$ cat src/rtl/scs_pkg.sv
package scs_pkg;

  // field and accumulator widths
  localparam int SAMPLE_W       = 24;
  localparam int CFG_W          = 24;
  localparam int SUM_W          = 40;
  localparam int SQ_W           = 64;
  localparam int SLOPE_W        = 32;
  localparam int DVD_W          = 64;
  localparam int DIV_W          = 25;
  localparam int RAD_W          = 64;
  localparam int ROOT_W         = 32;
  localparam int MAX_PIXELS_DEF = 65536;

  // register indexes
  localparam logic [1:0] REG_SCALE_MODE = 2'd0;
  localparam logic [1:0] REG_MASK_EN    = 2'd1;
  localparam logic [1:0] REG_MASK_VAL   = 2'd2;
  localparam logic [1:0] REG_FACTOR     = 2'd3;

  // scale modes
  localparam logic [1:0] MODE_TRUNC  = 2'd0;
  localparam logic [1:0] MODE_MINMAX = 2'd1;
  localparam logic [1:0] MODE_SIGMA  = 2'd2;
  localparam logic [1:0] MODE_FIXED  = 2'd3;

  localparam logic signed [SAMPLE_W-1:0] SAMPLE_MAX = 24'sh7FFFFF;
  localparam logic signed [SAMPLE_W-1:0] SAMPLE_MIN = -24'sh800000;
  localparam logic signed [SAMPLE_W-1:0] TRUNC_TOP  = 24'sd65280;
  localparam logic [CFG_W-1:0]           FACTOR_RST = 24'd65536;
  localparam logic [7:0]                 PIX_MAX    = 8'd255;
  localparam logic [SLOPE_W-1:0]         SLOPE_NUM  = 32'hFF000000;

  // bound computation steps
  typedef enum logic [3:0] {
    BS_NONE, BS_ZERO, BS_MINMAX, BS_MDIV, BS_MEAN, BS_P1, BS_P2, BS_P3,
    BS_ADIV, BS_TN, BS_ROOT, BS_CLIP, BS_SDIV, BS_SLOPE
  } bstep_t;

  typedef struct packed {
    logic   load;
    logic   clear;
    logic   mul;
    logic   accum;
    logic   emit;
    bstep_t step;
  } scs_cmd_t;

  typedef struct packed {
    logic [1:0] scale_mode;
    logic       item_conv;
    logic       item_last;
    logic       cnt_zero;
    logic       out_busy;
    logic       div_done;
    logic       root_done;
    logic       range_pos;
  } scs_stat_t;

endpackage

$ cat src/rtl/scs_ctrl.sv
module scs_ctrl import scs_pkg::*; (
  input  logic      clk,
  input  logic      rst_n,
  input  logic      in_tvalid,
  output logic      in_tready,
  output scs_cmd_t  cmd,
  input  scs_stat_t stat
);

  typedef enum logic [3:0] {
    S_IDLE, S_MUL, S_FIN, S_BND, S_MWAIT, S_P1, S_P2, S_P3,
    S_ADIV, S_AWAIT, S_VAR, S_RWAIT, S_RANGE, S_SWAIT
  } state_t;

  state_t state_r, state_nxt;
  logic   fresh_r, fresh_nxt;

  // sequencing and commands
  always_comb begin
    state_nxt = state_r;
    fresh_nxt = fresh_r;
    cmd       = '0;
    cmd.step  = BS_NONE;
    unique case (state_r)
      S_IDLE: begin
        if (in_tvalid) begin
          cmd.load  = 1'b1;
          state_nxt = S_MUL;
        end
      end
      S_MUL: begin
        cmd.mul = 1'b1;
        if (!stat.item_conv && fresh_r) begin
          cmd.clear = 1'b1;
          fresh_nxt = 1'b0;
        end
        state_nxt = S_FIN;
      end
      S_FIN: begin
        if (stat.item_conv) begin
          if (!stat.out_busy) begin
            cmd.emit  = 1'b1;
            state_nxt = S_IDLE;
          end
        end else begin
          cmd.accum = 1'b1;
          if (stat.item_last) begin
            fresh_nxt = 1'b1;
            state_nxt = S_BND;
          end else begin
            state_nxt = S_IDLE;
          end
        end
      end
      S_BND: begin
        if (stat.cnt_zero) begin
          cmd.step  = BS_ZERO;
          state_nxt = S_IDLE;
        end else if (stat.scale_mode != MODE_SIGMA) begin
          cmd.step  = BS_MINMAX;
          state_nxt = S_RANGE;
        end else begin
          cmd.step  = BS_MDIV;
          state_nxt = S_MWAIT;
        end
      end
      S_MWAIT: begin
        if (stat.div_done) begin
          cmd.step  = BS_MEAN;
          state_nxt = S_P1;
        end
      end
      S_P1: begin
        cmd.step  = BS_P1;
        state_nxt = S_P2;
      end
      S_P2: begin
        cmd.step  = BS_P2;
        state_nxt = S_P3;
      end
      S_P3: begin
        cmd.step  = BS_P3;
        state_nxt = S_ADIV;
      end
      S_ADIV: begin
        cmd.step  = BS_ADIV;
        state_nxt = S_AWAIT;
      end
      S_AWAIT: begin
        if (stat.div_done) begin
          cmd.step  = BS_TN;
          state_nxt = S_VAR;
        end
      end
      S_VAR: begin
        cmd.step  = BS_ROOT;
        state_nxt = S_RWAIT;
      end
      S_RWAIT: begin
        if (stat.root_done) begin
          cmd.step  = BS_CLIP;
          state_nxt = S_RANGE;
        end
      end
      S_RANGE: begin
        if (stat.range_pos) begin
          cmd.step  = BS_SDIV;
          state_nxt = S_SWAIT;
        end else begin
          cmd.step  = BS_ZERO;
          state_nxt = S_IDLE;
        end
      end
      S_SWAIT: begin
        if (stat.div_done) begin
          cmd.step  = BS_SLOPE;
          state_nxt = S_IDLE;
        end
      end
      default: state_nxt = S_IDLE;
    endcase
  end

  always_ff @(posedge clk) begin
    if (!rst_n) begin
      state_r <= S_IDLE;
      fresh_r <= 1'b1;
    end else begin
      state_r <= state_nxt;
      fresh_r <= fresh_nxt;
    end
  end

  assign in_tready = (state_r == S_IDLE);

endmodule

$ cat config.mk
export PLATFORM = sky130hd
export DESIGN_NAME = scs_ctrl
export DESIGN_NICKNAME = d
export VERILOG_FILES = /design/src/rtl/scs_pkg.sv /design/src/rtl/scs_ctrl.sv
export SDC_FILE = /design/constraint.sdc
export NUM_CORES = 1
export LEC_CHECK = 0
export BUFFER_PORTS_ARGS = -buffer_cell sky130_fd_sc_hd__buf_2
export CORE_AREA = 2 2 39 41
export DETAILED_ROUTE_END_ITERATION = 12
export DIE_AREA = 0 0 41 43
export HOLD_SLACK_MARGIN = 0.15
export PLACE_DENSITY = 0.82
export SLEW_MARGIN = 0
export SYNTH_ARGS = -nofsm -noshare
export SYNTH_HDL_FRONTEND = slang
export SYNTH_SLANG_ARGS = --single-unit
$ cat constraint.sdc
create_clock -name clk -period 6 [get_ports clk]
set_input_delay 1.8 -clock clk [delete_from_list [all_inputs] [get_ports clk]]
set_output_delay 1.8 -clock clk [all_outputs]
set_load 0.1 [all_outputs]
==> run_summary.xml <==
<?xml version="1.0" encoding="UTF-8"?>
<metrics>
  <group name="outcome">
    <metric name="outcome" unit="">complete, no violations</metric>
  </group>
  <group name="setup_path">
    <metric name="required" unit="ns">4.20</metric>
    <metric name="worst_path_top_cell_family_by_delay" unit="">compound AO/OA/AOI/OAI gates</metric>
    <metric name="timing.critical_path.cells" unit="">buf_2, inv_1, a21oi_1, o22ai_1, a221o_1, a21o_1, buf_2</metric>
    <metric name="worstSetupEndpointType" unit="">primary output</metric>
    <metric name="startpoint_type" unit="">input port</metric>
    <metric name="crit_fanout" unit="">2</metric>
    <metric name="worst_r2r_endpoint" unit="">state_r[1]</metric>
    <metric name="worst_path_max_delay_cell" unit="">a221o_1</metric>
    <metric name="worst_r2r_startpoint" unit="">state_r[3]</metric>
    <metric name="max_stage_delay" unit="ns">0.37</metric>
    <metric name="critical_path.most_common_cell" unit="">buf_2</metric>
    <metric name="worstPathArrival" unit="ns">3.03</metric>
    <metric name="timing_worst_setup_path_type" unit="">input port to primary output</metric>
    <metric name="r2r_cells" unit="">5</metric>
    <metric name="timing.critical_path.buf_inv" unit="">3</metric>
    <metric name="r2r_slack" unit="ns">4.14</metric>
  </group>
  <group name="pwr">
    <metric name="cell_internal_pwr" unit="mW">0.0882</metric>
    <metric name="p_sw_frac" unit="">0.505</metric>
    <metric name="power.share.clock" unit="">0.217</metric>
    <metric name="power.combinational.fraction" unit="">0.512</metric>
    <metric name="vdd.ir_drop.worst" unit="mV">0.153</metric>
    <metric name="fin_total_pwr" unit="mW">0.178</metric>
    <metric name="power.leakage" unit="nW">0.340</metric>
    <metric name="power_density" unit="nW/um2">248</metric>
    <metric name="switching_power" unit="mW">0.0901</metric>
    <metric name="sequentialPowerShare" unit="">0.271</metric>
  </group>
  <group name="synthesis">
    <metric name="yosys_warnings" unit="">0</metric>
    <metric name="synth-seq-cells" unit="">5</metric>
    <metric name="proportion_of_synthesized_area_in_mux_cells" unit="">0.0163</metric>
    <metric name="post_synth_num_cell_types" unit="">37</metric>
    <metric name="postSynth.asyncResetShare" unit="">0</metric>
    <metric name="synth_cells" unit="">77</metric>
    <metric name="synthXorXnorAreaFrac" unit="">0</metric>
    <metric name="postSynth.topFlopCell" unit="">dfxtp_1</metric>
    <metric name="postSynthAreaPerCell" unit="um2">7.96</metric>
    <metric name="post_synth_instance_area" unit="um2">613</metric>
    <metric name="yosys.area_share.adder" unit="">0</metric>
    <metric name="synth.yosys.seq_area_share" unit="">0.163</metric>
    <metric name="area_fraction_in_compound_gates_after_synthesis" unit="">0.347</metric>
    <metric name="combinational_family_with_the_most_area_after_synthesis" unit="">simple AND/OR/NAND/NOR gates</metric>
    <metric name="synth-edff-count" unit="">0</metric>
    <metric name="syn_nets" unit="">89</metric>
    <metric name="synthSimpleGateAreaFrac" unit="">0.378</metric>
  </group>
  <group name="global_routing">
    <metric name="first_global_vias" unit="">523</metric>
    <metric name="grt_overflow_total" unit="">0</metric>
    <metric name="grt_first_pass_wirelength" unit="um">2190</metric>
    <metric name="global_route.usage.total" unit="">0.178</metric>
    <metric name="antenna_found_initial" unit="">0</metric>
    <metric name="grt_max_degree" unit="">22</metric>
  </group>
  <group name="sta">
    <metric name="tns" unit="ns">0</metric>
    <metric name="report.final.hold_viol_count" unit="">0</metric>
    <metric name="rsz0062_at_grt" unit="">no</metric>
    <metric name="worstMarginPinSlew" unit="ns">0.788</metric>
    <metric name="fmax" unit="GHz">0.207</metric>
    <metric name="timing.final.ws_setup" unit="ns">1.17</metric>
    <metric name="fin_skew" unit="ns">0.000929</metric>
    <metric name="worst_case_headroom_to_the_max_slew_limit" unit="">0.474</metric>
    <metric name="timing.final.max_slew_violations" unit="">0</metric>
    <metric name="finalSetupViolations" unit="">0</metric>
    <metric name="period_minus_slack" unit="ns">4.83</metric>
    <metric name="timing.final.crit_share" unit="">0.805</metric>
  </group>
  <group name="detailed_routing">
    <metric name="post_drt_via_cell_ratio" unit="">5.69</metric>
    <metric name="first_drt_pass_iteration_count" unit="">4</metric>
    <metric name="drtIter0Drc" unit="">10</metric>
    <metric name="num_vias" unit="">632</metric>
    <metric name="detail-route-antenna-nets" unit="">0</metric>
    <metric name="detail_route.wirelength" unit="um">1350</metric>
    <metric name="detail_route.drc_violations" unit="">0</metric>
    <metric name="wl_per_cell" unit="um">12.2</metric>
  </group>
  <group name="clock_network">
    <metric name="ctsRootBufferMaster" unit="">clkbuf_4</metric>
    <metric name="worstSkewPairLatency" unit="ns">0.24</metric>
    <metric name="ctsResizeCount" unit="">0</metric>
    <metric name="clock_sink_count" unit="">5</metric>
    <metric name="inserted_clock_buffers" unit="">3</metric>
    <metric name="cts_tree" unit="">built</metric>
    <metric name="cts_post_setup_buffers_inserted" unit="">0</metric>
    <metric name="post_cts_hold_buffer_count" unit="">0</metric>
    <metric name="clk_pin_slew_worst_paths" unit="ns">0.04</metric>
    <metric name="cts.path.max_buffers" unit="">2</metric>
    <metric name="htreeDepth" unit="">1</metric>
  </group>
  <group name="floorplanning">
    <metric name="die-height" unit="um">43</metric>
    <metric name="floorplan.core_area" unit="um2">1380</metric>
    <metric name="die_width" unit="um">41</metric>
    <metric name="ios" unit="">22</metric>
    <metric name="die_area" unit="um2">1760</metric>
    <metric name="placement_rows" unit="">14</metric>
    <metric name="start_util" unit="">0.443</metric>
  </group>
  <group name="layout">
    <metric name="num_antenna_cells" unit="">0</metric>
    <metric name="syn_to_final_growth" unit="%">17.3</metric>
    <metric name="fillCellCount" unit="">140</metric>
    <metric name="layout-drive-gt1-share" unit="">0.337</metric>
    <metric name="final_net_count" unit="">108</metric>
  </group>
  <group name="hold_path">
    <metric name="worst_hold_class" unit="">register to register</metric>
    <metric name="hold_end" unit="">fresh_r</metric>
    <metric name="hold-path-cell-count" unit="">2</metric>
    <metric name="worst_hold_startpoint" unit="">fresh_r</metric>
  </group>
  <group name="flow_run">
    <metric name="max_cap_viol_count" unit="">0</metric>
  </group>
  <group name="place">
    <metric name="place.port_buffers" unit="">21</metric>
    <metric name="gpl.final_weighted_congestion" unit="">0.805</metric>
    <metric name="place_hpwl" unit="um">994</metric>
    <metric name="pre_cts_slack" unit="ns">1.19</metric>
  </group>
</metrics>
[worst register-to-register path, delay by kind of cell, from the launching register on]
| family | cells | cell delay [ns] |
|---|---|---|
| flip-flops | 1 | 0.83 |
| AO/OA/AOI/OAI | 3 | 0.57 |
| AND/OR/NAND/NOR | 2 | 0.36 |
[metal layers]
| metal | part of all wire | GRT usage |
|---|---|---|
| met1 | 0.48 | 0.239 |
| met4 | 0.010 | 0.0733 |
| met3 | 0.047 | 0.0524 |
| met2 | 0.47 | 0.256 |
| met5 | 0 | 0 |
[power by group through the flow]
stage	combinational (mW)	clock, mW	sequential [mW]
global placement	0.0901	0	0.0490
global route	0.0972	0.0441	0.0497
detailed placement	0.0909	0	0.0489
floorplan	0.0907	0	0.0382
CTS	0.0914	0.0407	0.0483
finish	0.0913	0.0388	0.0483
[worst max-delay path by stage]
stage                     startpoint     end  slack (ns)  cells past startpoint
after floorplan              stat[6]  cmd[7]        0.63                      1
after global placement       stat[7]  cmd[0]        1.20                      7
after detailed placement     stat[7]  cmd[0]        1.19                      7
after CTS                    stat[7]  cmd[0]        1.18                      7
after global routing         stat[7]  cmd[0]        1.09                      7
final                        stat[7]  cmd[0]        1.17                      7
[layout make-up]
cell class | count | area (um2) | share of cell area
Clock buffer | 4 | 26.3 | 0.0365
Inverter | 2 | 7.51 | 0.0104
Multi-Input combinational cell | 63 | 460 | 0.640
Sequential cell | 5 | 100 | 0.139
Tap cell | 16 | 20.0 | 0.0278
Timing Repair Buffer | 21 | 105 | 0.146
[cell usage in the layout (no fill, tap or decap)]
master,Yosys,final
a21bo_1,1,1
a21boi_0,1,1
a21o_1,3,3
a21oi_1,5,5
a21oi_2,1,1
a221o_1,1,1
a221oi_1,1,1
a41oi_2,1,1
and2_1,3,3
buf_2,2,21
clkbuf_1,2,1
clkbuf_4,0,3
dfxtp_1,5,5
inv_1,2,2
mux2i_1,1,1
nand2_1,4,4
nand2b_1,3,3
nand3_1,2,2
nand4b_1,2,2
nor2_1,6,6
nor2b_1,6,6
nor3_1,1,1
nor3b_1,1,1
nor4_2,0,1
nor4_4,1,1
nor4b_2,1,1
nor4b_4,1,1
o2111ai_1,1,1
o211a_1,1,1
o21ai_0,7,7
o21bai_1,1,1
o221a_4,1,1
o221ai_1,1,1
o22ai_1,1,1
o31ai_1,1,1
or2_1,1,1
or2_2,1,1
[kinds of logic after synthesis]
family / after synthesis
buffers and inverters: 9
muxes: 1
AOI/OAI and AO/OA: 28
DFF: 5
and+or+nand+nor: 34
[per-stage QoR]
| step | hold WS (ns) | utilization | instances | area (um2) |
|---|---|---|---|---|
| floorplan | 0.471 | - | 77 | 619 |
| global placement | 0.505 | 0.501 | 107 | 693 |
| detailed placement | 0.499 | 0.501 | 107 | 693 |
| CTS | 0.509 | 0.520 | 111 | 719 |
| global route | 0.539 | 0.520 | 111 | 719 |
| finish | 0.500 | 0.520 | 111 | 719 |
[cell usage after synthesis (2+ instances only)]
cell type,n,area [um2]
o21ai_0,7,35.0
nor2_1,6,22.5
nor2b_1,6,37.5
a21oi_1,5,25.0
dfxtp_1,5,100
nand2_1,4,15.0
a21o_1,3,22.5
and2_1,3,18.8
buf_6,3,33.8
nand2b_1,3,18.8
buf_2,2,10.0
clkbuf_1,2,7.51
inv_1,2,7.51
nand3_1,2,10.0
nand4b_1,2,17.5
[registers in the layout, indices dropped and copies added (netlist names)]
register	flops
state_r	4
fresh_r	1
Power figures use the tool's default switching activity.
